## config.mk

```make
export PLATFORM = sky130hd
export DESIGN_NAME = polyline_stroke_quad_generator
export DESIGN_NICKNAME = d
export VERILOG_FILES = /design/src/hdl/psqg_pkg.sv /design/src/hdl/psqg_math.sv /design/src/hdl/polyline_stroke_quad_generator.sv
export VERILOG_INCLUDE_DIRS = /design/src /design/src/hdl
export SDC_FILE = /design/constraint.sdc
export NUM_CORES = 2
export LEC_CHECK = 0
export CORE_ASPECT_RATIO = 1.25
export CORE_MARGIN = 2
export CORE_UTILIZATION = 55
export DETAILED_ROUTE_END_ITERATION = 10
export DONT_BUFFER_PORTS = 1
export PLACE_DENSITY = 0.75
export SLEW_MARGIN = 20
export SYNTH_ARGS = -nofsm -noshare
export SYNTH_HDL_FRONTEND = slang
export SYNTH_SLANG_ARGS = --single-unit
```

## constraint.sdc

```tcl
create_clock -name clock -period 8.1 [get_ports clock]
set_input_delay 0 -clock clock [delete_from_list [all_inputs] [get_ports clock]]
set_output_delay 0 -clock clock [all_outputs]
set_load 0.03 [all_outputs]
```

## src/hdl/polyline_stroke_quad_generator_defines.svh

```systemverilog
// assertion macros for the polyline stroke quad generator
// used by the top level and the iterative math unit
`ifndef POLYLINE_STROKE_QUAD_GENERATOR_DEFINES_SVH
`define POLYLINE_STROKE_QUAD_GENERATOR_DEFINES_SVH

// a condition that must hold at every clock edge outside reset
`define PSQ_ALWAYS(label, clk, rst, cond, msg) \
   label: assert property (@(posedge clk) disable iff (rst) (cond)) else $error(msg);

// an antecedent at one edge implies a consequent at the next edge
`define PSQ_NEXT(label, clk, rst, ante, cons, msg) \
   label: assert property (@(posedge clk) disable iff (rst) (ante) |=> (cons)) else $error(msg);

`endif

```

## src/hdl/psqg_pkg.sv

```systemverilog
// shared types and constants for the polyline stroke quad generator
// no dependencies
package psqg_pkg;
   localparam int COORD_BITS_DEF = 16;
   localparam int FRAC_BITS_DEF  = 4;
   localparam int HT_BITS        = 15;
   localparam logic [HT_BITS-1:0] HT_RESET = 15'd768;
   localparam int CSR_ADDR_BITS  = 2;
   localparam logic [CSR_ADDR_BITS-1:0] ADDR_HALF_THICKNESS = 2'd0;

   typedef enum logic [2:0] {
      ST_IDLE, ST_SQRT, ST_DIVX, ST_DIVY, ST_EMIT
   } state_type;

   typedef enum logic [1:0] {
      OP_NONE, OP_SQRT, OP_DIV
   } op_type;

   typedef struct packed {
      logic start;
      op_type op;
   } math_ctl_type;

   typedef struct packed {
      logic busy;
      logic done;
   } math_sts_type;
endpackage

```

## src/hdl/psqg_math.sv

```systemverilog
// iterative unit: integer square root (two bits a step) and restoring division
// (one bit a step), one operation at a time; uses psqg_pkg
`include "polyline_stroke_quad_generator_defines.svh"
module psqg_math
   import psqg_pkg::*;
#(
   parameter int W = 34
) (
   input  logic                  clock,
   input  logic                  reset,
   input  math_ctl_type          ctl,
   input  logic [2*W-1:0]        arg_a,
   input  logic [W-1:0]          arg_b,
   output math_sts_type          sts,
   output logic [2*W-1:0]        result
);
   localparam int SW = 2 * W;
   localparam int CW = $clog2(SW + 1);

   logic [SW-1:0] acc_ff, acc_in;
   logic [SW-1:0] rem_ff, rem_in;
   logic [SW-1:0] quo_ff, quo_in;
   logic [W-1:0]  div_ff, div_in;
   logic [CW-1:0] cnt_ff, cnt_in;
   op_type        op_ff, op_in;
   logic          busy_ff, busy_in;
   logic          done_ff, done_in;

   logic [SW+1:0] trial;
   logic [SW:0]   rem_sh;
   logic [SW-1:0] sq_bit;

   always_ff @(posedge clock) begin
      if (reset) begin
         busy_ff <= 1'b0;
         done_ff <= 1'b0;
         op_ff   <= OP_NONE;
      end else begin
         busy_ff <= busy_in;
         done_ff <= done_in;
         op_ff   <= op_in;
      end
      acc_ff <= acc_in;
      rem_ff <= rem_in;
      quo_ff <= quo_in;
      div_ff <= div_in;
      cnt_ff <= cnt_in;
   end

   always_comb begin
      acc_in  = acc_ff;
      rem_in  = rem_ff;
      quo_in  = quo_ff;
      div_in  = div_ff;
      cnt_in  = cnt_ff;
      op_in   = op_ff;
      busy_in = busy_ff;
      done_in = 1'b0;
      sq_bit  = '0;
      trial   = '0;
      rem_sh  = '0;
      if (ctl.start && !busy_ff) begin
         busy_in = 1'b1;
         op_in   = ctl.op;
         acc_in  = arg_a;
         rem_in  = '0;
         quo_in  = '0;
         div_in  = arg_b;
         cnt_in  = (ctl.op == OP_SQRT) ? CW'(W) : CW'(SW);
      end else if (busy_ff) begin
         case (op_ff)
            OP_SQRT: begin
               // acc holds s, quo holds r, one two-bit step per cycle
               sq_bit = SW'(1) << (2 * (cnt_ff - CW'(1)));
               trial  = (SW+2)'(quo_ff) + (SW+2)'(sq_bit);
               if ((SW+2)'(acc_ff) >= trial) begin
                  acc_in = acc_ff - trial[SW-1:0];
                  quo_in = (quo_ff >> 1) + sq_bit;
               end else begin
                  quo_in = quo_ff >> 1;
               end
            end
            default: begin
               rem_sh = {rem_ff, acc_ff[SW-1]};
               acc_in = acc_ff << 1;
               if (rem_sh >= (SW+1)'(div_ff)) begin
                  rem_in = SW'(rem_sh - (SW+1)'(div_ff));
                  quo_in = {quo_ff[SW-2:0], 1'b1};
               end else begin
                  rem_in = rem_sh[SW-1:0];
                  quo_in = {quo_ff[SW-2:0], 1'b0};
               end
            end
         endcase
         cnt_in = cnt_ff - CW'(1);
         if (cnt_ff == CW'(1)) begin
            busy_in = 1'b0;
            done_in = 1'b1;
         end
      end
   end

   assign sts.busy = busy_ff;
   assign sts.done = done_ff;
   assign result   = quo_ff;

   `PSQ_ALWAYS(a_done_not_busy, clock, reset, !(done_ff && busy_ff), "done while busy")
   `PSQ_NEXT(a_start_busy, clock, reset, ctl.start && !busy_ff, busy_ff, "start not taken")
   `PSQ_ALWAYS(a_cnt_live, clock, reset, !busy_ff || cnt_ff != '0, "zero count while busy")
endmodule

```

## src/hdl/polyline_stroke_quad_generator.sv

```systemverilog
// top level of the polyline stroke quad generator: waypoint stream in,
// strip vertex stream out, csr port; uses psqg_pkg and psqg_math
//
// usage
//   req_ takes one waypoint per item: tdata = point_x, point_y; tuser = path_end.
//   each waypoint after the first of a path gives four vertices on rsp_,
//   corners 0..3 in order; tlast = last_of_run, tuser = strip_done.
//   the first waypoint of a path is stored and gives nothing.
//   csr_ register 0 at byte 0 is half_thickness (reset 768); write it while idle.
// processing
//   a segment takes one square root (two bits a step) and, unless its length
//   is zero, two divisions (one bit a step) on the shared math unit, then
//   emits four vertices. req_tready is low while a segment is in work.
// reset and stall
//   reset clears the stored point and the half thickness goes to 768.
//   a stall on rsp_ holds the current vertex; no item is lost.
`include "polyline_stroke_quad_generator_defines.svh"
module polyline_stroke_quad_generator
   import psqg_pkg::*;
#(
   parameter int COORD_BITS = COORD_BITS_DEF
) (
   input  logic                      clock,
   input  logic                      reset,
   input  logic                      req_tvalid,
   output logic                      req_tready,
   // point_x [COORD_BITS-1:0], point_y above it
   input  logic [2*COORD_BITS-1:0]   req_tdata,
   // path_end
   input  logic                      req_tuser,
   output logic                      rsp_tvalid,
   input  logic                      rsp_tready,
   // vertex_x, vertex_y, corner (2 bits), zero fill to bytes
   output logic [((2*COORD_BITS+2+7)/8)*8-1:0] rsp_tdata,
   // last_of_run
   output logic                      rsp_tlast,
   // strip_done
   output logic                      rsp_tuser,
   input  logic                      csr_psel,
   input  logic                      csr_penable,
   input  logic                      csr_pwrite,
   input  logic [CSR_ADDR_BITS-1:0]  csr_paddr,
   input  logic [31:0]               csr_pwdata,
   output logic [31:0]               csr_prdata,
   output logic                      csr_pready
);
   localparam int CB = COORD_BITS;
   localparam int DB = CB + 1;            // difference width
   localparam int MW = DB + 1;            // math unit width
   localparam int SW = 2 * MW;
   localparam int OW = ((2*CB+2+7)/8)*8;
   localparam int VB = CB + 3;            // vertex sum width
   localparam logic signed [VB-1:0] VMAX = VB'((64'sd1 <<< (CB-1)) - 64'sd1);
   localparam logic signed [VB-1:0] VMIN = -VMAX - VB'(1);

   state_type state_ff, state_in;
   logic [HT_BITS-1:0] ht_ff;
   logic signed [CB-1:0] px_ff, py_ff, cx_ff, cy_ff;
   logic signed [CB-1:0] cx_in, cy_in, px_in, py_in;
   logic have_ff, have_in, seen_ff, seen_in, last_ff, last_in;
   logic [DB-1:0] adx_ff, ady_ff, adx_in, ady_in;
   logic sx_ff, sy_ff, sx_in, sy_in;
   logic [MW-1:0] len_ff, len_in;
   logic signed [DB:0] ux_ff, uy_ff, ux_in, uy_in;
   logic [1:0] k_ff, k_in;
   logic go_ff, go_in;

   math_ctl_type mctl;
   math_sts_type msts;
   logic [SW-1:0] ma, mres;
   logic [MW-1:0] mb;

   logic signed [DB:0] dxs, dys;
   logic [DB-1:0] amag;
   logic [SW-1:0] prod;
   logic signed [VB-1:0] base_x, base_y, vx, vy;
   logic signed [CB-1:0] ox, oy;

   logic wr_en;
   assign wr_en = csr_psel && csr_penable && csr_pwrite && csr_pready;
   assign csr_pready = 1'b1;
   assign csr_prdata = (csr_paddr == ADDR_HALF_THICKNESS) ? 32'(ht_ff) : '0;

   psqg_math #(.W(MW)) u_math (
      .clock(clock), .reset(reset), .ctl(mctl),
      .arg_a(ma), .arg_b(mb), .sts(msts), .result(mres)
   );

   always_ff @(posedge clock) begin
      if (reset) begin
         state_ff <= ST_IDLE;
         ht_ff    <= HT_RESET;
         have_ff  <= 1'b0;
         seen_ff  <= 1'b0;
         px_ff    <= '0;
         py_ff    <= '0;
         go_ff    <= 1'b0;
         k_ff     <= '0;
      end else begin
         state_ff <= state_in;
         if (wr_en && csr_paddr == ADDR_HALF_THICKNESS) ht_ff <= csr_pwdata[HT_BITS-1:0];
         have_ff  <= have_in;
         seen_ff  <= seen_in;
         px_ff    <= px_in;
         py_ff    <= py_in;
         go_ff    <= go_in;
         k_ff     <= k_in;
      end
      cx_ff  <= cx_in;
      cy_ff  <= cy_in;
      last_ff <= last_in;
      adx_ff <= adx_in;
      ady_ff <= ady_in;
      sx_ff  <= sx_in;
      sy_ff  <= sy_in;
      len_ff <= len_in;
      ux_ff  <= ux_in;
      uy_ff  <= uy_in;
   end

   assign dxs = (DB+1)'(signed'(req_tdata[CB-1:0])) - (DB+1)'(px_ff);
   assign dys = (DB+1)'(signed'(req_tdata[2*CB-1:CB])) - (DB+1)'(py_ff);
   assign amag = (state_ff == ST_DIVX) ? adx_ff : ady_ff;
   assign prod = SW'(amag) * SW'(ht_ff);

   always_comb begin
      state_in = state_ff;
      cx_in = cx_ff; cy_in = cy_ff; px_in = px_ff; py_in = py_ff;
      have_in = have_ff; seen_in = seen_ff; last_in = last_ff;
      adx_in = adx_ff; ady_in = ady_ff; sx_in = sx_ff; sy_in = sy_ff;
      len_in = len_ff; ux_in = ux_ff; uy_in = uy_ff; k_in = k_ff;
      go_in = 1'b0;
      req_tready = 1'b0;
      mctl.start = 1'b0;
      mctl.op = OP_NONE;
      ma = '0;
      mb = '0;
      unique case (state_ff)
         ST_IDLE: begin
            req_tready = 1'b1;
            if (req_tvalid) begin
               if (!have_ff) begin
                  if (!req_tuser) begin
                     px_in = signed'(req_tdata[CB-1:0]);
                     py_in = signed'(req_tdata[2*CB-1:CB]);
                     have_in = 1'b1;
                  end
                  seen_in = 1'b0;
               end else begin
                  cx_in = signed'(req_tdata[CB-1:0]);
                  cy_in = signed'(req_tdata[2*CB-1:CB]);
                  last_in = req_tuser;
                  sx_in = dxs[DB];
                  sy_in = dys[DB];
                  adx_in = dxs[DB] ? DB'(-dxs) : dxs[DB-1:0];
                  ady_in = dys[DB] ? DB'(-dys) : dys[DB-1:0];
                  go_in = 1'b1;
                  state_in = ST_SQRT;
               end
            end
         end
         ST_SQRT: begin
            mctl.op = OP_SQRT;
            mctl.start = go_ff;
            ma = SW'(adx_ff) * SW'(adx_ff) + SW'(ady_ff) * SW'(ady_ff);
            if (msts.done) begin
               len_in = mres[MW-1:0];
               go_in = 1'b1;
               state_in = ST_DIVX;
            end
         end
         ST_DIVX, ST_DIVY: begin
            mctl.op = OP_DIV;
            mctl.start = go_ff && (len_ff != '0);
            ma = prod + SW'(len_ff >> 1);
            mb = len_ff;
            if (msts.done || (go_ff && len_ff == '0)) begin
               if (state_ff == ST_DIVX) begin
                  ux_in = (len_ff == '0) ? '0 : (sx_ff ? -(DB+1)'(mres) : (DB+1)'(mres));
                  go_in = 1'b1;
                  state_in = ST_DIVY;
               end else begin
                  uy_in = (len_ff == '0) ? '0 : (sy_ff ? -(DB+1)'(mres) : (DB+1)'(mres));
                  k_in = '0;
                  state_in = ST_EMIT;
               end
            end
         end
         ST_EMIT: begin
            if (rsp_tready) begin
               k_in = k_ff + 2'd1;
               if (k_ff == 2'd3) begin
                  state_in = ST_IDLE;
                  if (last_ff) begin
                     have_in = 1'b0;
                     seen_in = 1'b0;
                  end else begin
                     px_in = cx_ff;
                     py_in = cy_ff;
                     seen_in = 1'b1;
                  end
               end
            end
         end
         default: state_in = ST_IDLE;
      endcase
   end

   // vertex assembly, one corner per cycle while rsp_tready is high
   always_comb begin
      if (k_ff[1]) begin
         base_x = VB'(cx_ff) + (last_ff ? VB'(ux_ff) : '0);
         base_y = VB'(cy_ff) + (last_ff ? VB'(uy_ff) : '0);
      end else begin
         base_x = VB'(px_ff) - (seen_ff ? '0 : VB'(ux_ff));
         base_y = VB'(py_ff) - (seen_ff ? '0 : VB'(uy_ff));
      end
      if (k_ff[0]) begin
         vx = base_x + VB'(uy_ff);
         vy = base_y - VB'(ux_ff);
      end else begin
         vx = base_x - VB'(uy_ff);
         vy = base_y + VB'(ux_ff);
      end
      ox = (vx > VMAX) ? VMAX[CB-1:0] : (vx < VMIN) ? VMIN[CB-1:0] : vx[CB-1:0];
      oy = (vy > VMAX) ? VMAX[CB-1:0] : (vy < VMIN) ? VMIN[CB-1:0] : vy[CB-1:0];
   end

   assign rsp_tvalid = (state_ff == ST_EMIT);
   assign rsp_tdata  = OW'({k_ff, oy, ox});
   assign rsp_tlast  = (k_ff == 2'd3);
   assign rsp_tuser  = (k_ff == 2'd3) && last_ff;

   `PSQ_ALWAYS(a_no_req_busy, clock, reset, !(req_tready && state_ff != ST_IDLE),
      "ready outside idle")
   `PSQ_NEXT(a_emit_hold, clock, reset, rsp_tvalid && !rsp_tready,
      rsp_tvalid && $stable(k_ff), "stalled vertex changed")
   `PSQ_ALWAYS(a_math_idle, clock, reset, !(state_ff == ST_EMIT && msts.busy),
      "math busy during output")
endmodule
```

# After elaboration in Yosys (flattened, before gate mapping)
# Index checks and enable logic that the tools add are counted.
# word_totals
regBits,314
output_inout_bits,77
elab_cells,191
in_bits,74
# op_classes
n_eq_ne,20
multipliers,3
n_bitwise,3
n_mux,81
addsub,22
magnitude_cmp,6
n_shift,1
n_reduce_logical,29
# ops
operator,n
two-way mux 16 bit,16
two-way mux 36 bit,7
two-way mux 19 bit,8
case mux 35 bit (2 select lines),1
multiplier 17 x 17 -> 34 bit,2
case mux 16 bit (2 select lines),2
two-way mux 17 bit,3
adder 19 x 18 -> 19 bit,2
adder 19 bit,2
greater-or-equal comparator 36 x 38 -> 1 bit,1
greater-than comparator 19 x 16 -> 1 bit (second input constant),2
< comparator 19 x 16 -> 1 bit (second input constant),2
subtractor 19 x 18 -> 19 bit,2
subtractor 19 bit,2
adder 36 x 36 -> 37 bit,1
greater-or-equal comparator 37 x 18 -> 1 bit,1
adder 35 x 36 -> 36 bit,1
two-way mux 18 bit,2
left shift 1 x 32 -> 36 bit (first input constant),1
subtractor 36 x 18 -> 36 bit,1
subtractor 36 bit,1
adder 34 x 34 -> 35 bit,1
negator 17 bit,2
subtractor 16 x 16 -> 17 bit,2
42 further kinds,100

# Depth between registers and ports, before layout
# depth
depth_word,8
mapped_depth,32
ltp_nobuf,30

# Hierarchy
# From an unflattened synthesis, not the netlist that was laid out.
# unflattened
cells_unflattened,6152
area_unflattened_um2,53216.0
# modules_own_cells
module,instances,area_each_um2,seq_area_each_um2,cells_per_inst
polyline_stroke_quad_generator,1,41836.4,4794.6,4750
psqg_math,1,11379.7,3323.2,1402

# Worst setup path before layout
# No wires, ideal clock.
# synth_path
path_type,reg2reg
startpoint,register u_math.cnt_ff[0]
endpoint,"register u_math.acc_ff[0], enable pin"
arrival_time_ns,7.592
path_buffers,3
period_less_slack_ns,8.021
t_required_ns,7.671
setup_slack_ns,0.079
stages_incl_launch_ff,31
setup_ns,0.429
cell_sequence,edfxtp_1 > clkbuf_1 > inv_1 > ha_1 > nand2b_1 > nor2_1 > xnor2_1 > nand2_1 > nor2_1 > ha_1 > a31o_2 > a31oi_1 > o21ai_0 > a31o_2 > a31oi_1 > inv_1 > a31oi_1 > xor2_1 > ha_1 > a21oi_1 > o21ai_0 > o21ai_0 > a2111oi_0 > a2111o_1 > o221ai_1 > a31oi_1 > and4_1 > clkbuf_1 > clkbuf_1 > nor2_1 > nor2_1
# synth_via
elab_chain_cells,6
# synth_lines
element,line_no,text
from (decl),psqg_math.sv:24,"logic [CW-1:0] cnt_ff, cnt_in;"
from (signal assigned),psqg_math.sv:47,cnt_ff <= cnt_in;
subtractor 6 x 1 -> 7 bit,psqg_math.sv:74,sq_bit = SW'(1) << (2 * (cnt_ff - CW'(1)));
left shift 1 x 32 -> 36 bit,psqg_math.sv:74,
adder 36 x 36 -> 37 bit,psqg_math.sv:75,trial = (SW+2)'(quo_ff) + (SW+2)'(sq_bit);
greater-or-equal comparator 36 x 38 -> 1 bit,psqg_math.sv:76,if ((SW+2)'(acc_ff) >= trial) begin
inequality test 3 x 1 -> 1 bit (no source line),--,
AND reduction 2 bit (no source line),--,
to (signal assigned),psqg_math.sv:43,acc_ff <= acc_in;
to (decl),psqg_math.sv:20,"logic [SW-1:0] acc_ff, acc_in;"
# Every way passes these cells.
# A chain may end at the register's enable or synchronous reset.

# Worst setup path in the final report
# layout_path
startpoint,register adx_ff[1]
endpoint,"register u_math.acc_ff[30], data pin"
# layout_via
elab_chain_cells,5
word_cells_on_any_way,7
classes_between,2 x add/sub; 2 x mul; 3 x mux
# layout_lines
element,line_no,text
from (decl),polyline_stroke_quad_generator.sv:61,"logic [DB-1:0] adx_ff, ady_ff, adx_in, ady_in;"
from (signal assigned),polyline_stroke_quad_generator.sv:112,adx_ff <= adx_in;
two-way mux 17 bit,polyline_stroke_quad_generator.sv:123,assign amag = (state_ff == ST_DIVX) ? adx_ff : ady_ff;
multiplier 17 x 15 -> 32 bit,polyline_stroke_quad_generator.sv:124,assign prod = SW'(amag) * SW'(ht_ff);
adder 32 x 17 -> 33 bit,polyline_stroke_quad_generator.sv:175,ma = prod + SW'(len_ff >> 1);
case mux 35 bit (2 select lines) *,polyline_stroke_quad_generator.sv:138,unique case (state_ff)
two-way mux 36 bit *,psqg_math.sv:62,if (ctl.start && !busy_ff) begin
named net u_math.acc_in[30],psqg_math.sv:20,
# Mark *: on every way through the listed nets, which the timed path passes. The rest lies on a longest branch.

==> results.ini <==
[global_routing]
grt_max_degree=65
grt_usage_pct=30.4
grt_overflow=0
grt_pass1_vias=44000
grt_pass1_wl_um=233000
antenna_found_initial=4

[setup_path]
slowest_delay_ns=0.61
cp_max_fo=6
crit_required_ns=8.44
endpoint=u_math.acc_ff[30]
end_kind=flip-flop
rrSetupSlack_ns=0.20
path_class=reg2reg
start_kind=flip-flop
r2r_end=u_math.acc_ff[30]
cp_slowest_cell=fa_2
critPathBufInv=9
cp_top_family=adder cells
crit_start=adx_ff[1]
reg2reg_depth=29
timing.rr.start=adx_ff[1]
worst-path-stages=29
critical_path_arrival_ns=8.24

[clock_tree]
root_buffer=clkbuf_16
cts_sinks=314
cts_inserted_buffers=36
clk_latency_ns=0.60
clk_path_buf_depth=3
clk_pin_slew_worst_paths_ns=0.07
tritoncts=done
htreeDepth=2

[hold_path]
hold_class=in2reg

[layout]
nets=7422
final_cells=7386
area_delta_synth_final_pct=8.42
layout_commonest_cell=inv_1
drive_gt1_share_pct=5.73
mostFrequentLayoutCells=inv_1 (1,012), fa_1 (662), nand2_1 (619)

[routing]
via_per_inst=5.81
routed_wl_um=146000
dr_total_vias=42900
drtIter0Drc=2974
wl_per_cell_um=19.8
dr.pass1.iters=6
ant_nets=0
drc=0

[synthesis]
synth_warnings=0
async_reset_ff_share_pct=0
ys_seq_elements=314
synth_edf_count=183
synth_flop_cell=edfxtp_1
ys_types=88
synthCells=6057
syn_area_per_cell_um2=8.66
ys_seq_area_share_pct=15.5
syn_area_um2=52400

[sta]
max_slew.worst_pin.slew_ns=1.11
max_slew_margin_pct=25.9
whs_ns=0.0379
finalHoldViolations=0
layout_setup_ws_ns=0.203
slew_viol_final=0
fin_worst_skew_ns=0.0383
post-route-min-period_ns=7.90
max_freq_mhz=127
fin_crit_sh_pct=97.5
finalSetupViolCount=0

[floorplan]
num_rows=126
dieHeight_um=349
core-area_um2=94400
die_w_um=280
die_area_um2=97800
ios=151
floorplan.initialDensity_pct=55.5

[placement]
place_congestion=0.945
place_ws_ns=0.0553
hpwl_um=117000
io_buffers=0
dp.cells=7187

[flow_run]
drv_cap=0

[status]
status=finished clean

==> per-stage QoR <==
| step | util [%] | cell area (um2) | TNS, ns |
|---|---|---|---|
| final | 60.2 | 56800 | 0 |
| after global routing | 60.2 | 56800 | -0.113 |
| after CTS | 59.6 | 56300 | 0 |
| after detailed placement | 57.4 | 54200 | 0 |
| after global placement | 57.4 | 54200 | 0 |
| after floorplan | - | 52500 | 0 |
==> sequential cells by signal, summed over array words and instances (netlist names), 18 cells and up <==
name,count
len_ff,18
uy_ff,18
u_math.rem_ff,36
u_math.result,36
u_math.acc_ff,36
ux_ff,18
u_math.div_ff,18
==> timing repair <==
item                                    CTS  global route
endpoints found under the setup margin    0            15
gates resized for setup                   0            47
hold buffers                             87             0
setup buffers                             0            35
hold endpoints to repair                103             0
==> cells in the mapped netlist, drive strengths merged, types with 62 or more instances <==
cell type,instances,area (um2)
fa,667,13400
nor3,91,455
a21o,107,805
nor2b,62,395
xnor2,208,1830
and2,266,1670
dfxtp,131,2620
clkbuf,215,807
nand2b,89,557
nor2,346,1300
ha,549,6870
inv,1016,3810
xor2,178,1560
nand3,73,365
nand2,622,2330
a211oi,65,488
edfxtp,183,5500
o21ai,286,1450
a21oi,268,1350
==> metal layers <==
layer	vias to the layer above	GRT usage (%)	part of all wire, %
li1	19900	-	-
met1	21000	36.5	38
met2	1599	53.0	49
met3	489	3.12	6.2
met4	0	17.0	6.7
met5	-	0	0
==> final cells by class <==
cell class	instances	area, um2
antenna	10	25.0
clock buffer	47	1000
clock inverter	19	238
fill	8003	37600
inverter	1017	3820
multi-input combinational	4488	39700
sequential	314	8120
tap	1216	1520
timing repair buffer	275	2400
==> cell families (layout without fill, tap and decap cells) <==
| family | after synthesis | count (layout) | share of synthesized area, % |
|---|---|---|---|
| buffers and inverters | 1277 | 1358 | 9.35 |
| DFF | 314 | 314 | 15.5 |
| xor gates and xnor gates | 386 | 386 | 6.46 |
| and+or+nand+nor | 1710 | 1710 | 15.5 |
| other | 2 | 34 | 0.0143 |
| muxes | 67 | 67 | 1.31 |
| adders and majority gates | 1216 | 1216 | 38.6 |
| AOI/OAI and AO/OA | 1085 | 1085 | 13.3 |
==> worst min-delay path by stage <==
stage	to	slack (ns)	cells after the start	from
2_1_floorplan	cx_ff[0]	0.1	0	req_tdata[0]
5_1_grt	cx_ff[11]	0.06	1	req_tdata[11]
3_5_place_dp	px_ff[11]	0.08	1	reset
3_3_place_gp	px_ff[9]	0.08	1	reset
6_report	py_ff[15]	0.04	4	req_tuser
4_1_cts	ht_ff[9]	0.02	3	csr_penable
==> worst min-delay path: stages <==
cell,delay (ns)
a221oi_4,0.03
buf_4,0.29
nor2_1,0.17
a211oi_1,0.05
Power is not shown: default switching activity piles up to over one toggle a cycle in this logic, so the estimate is an artifact.
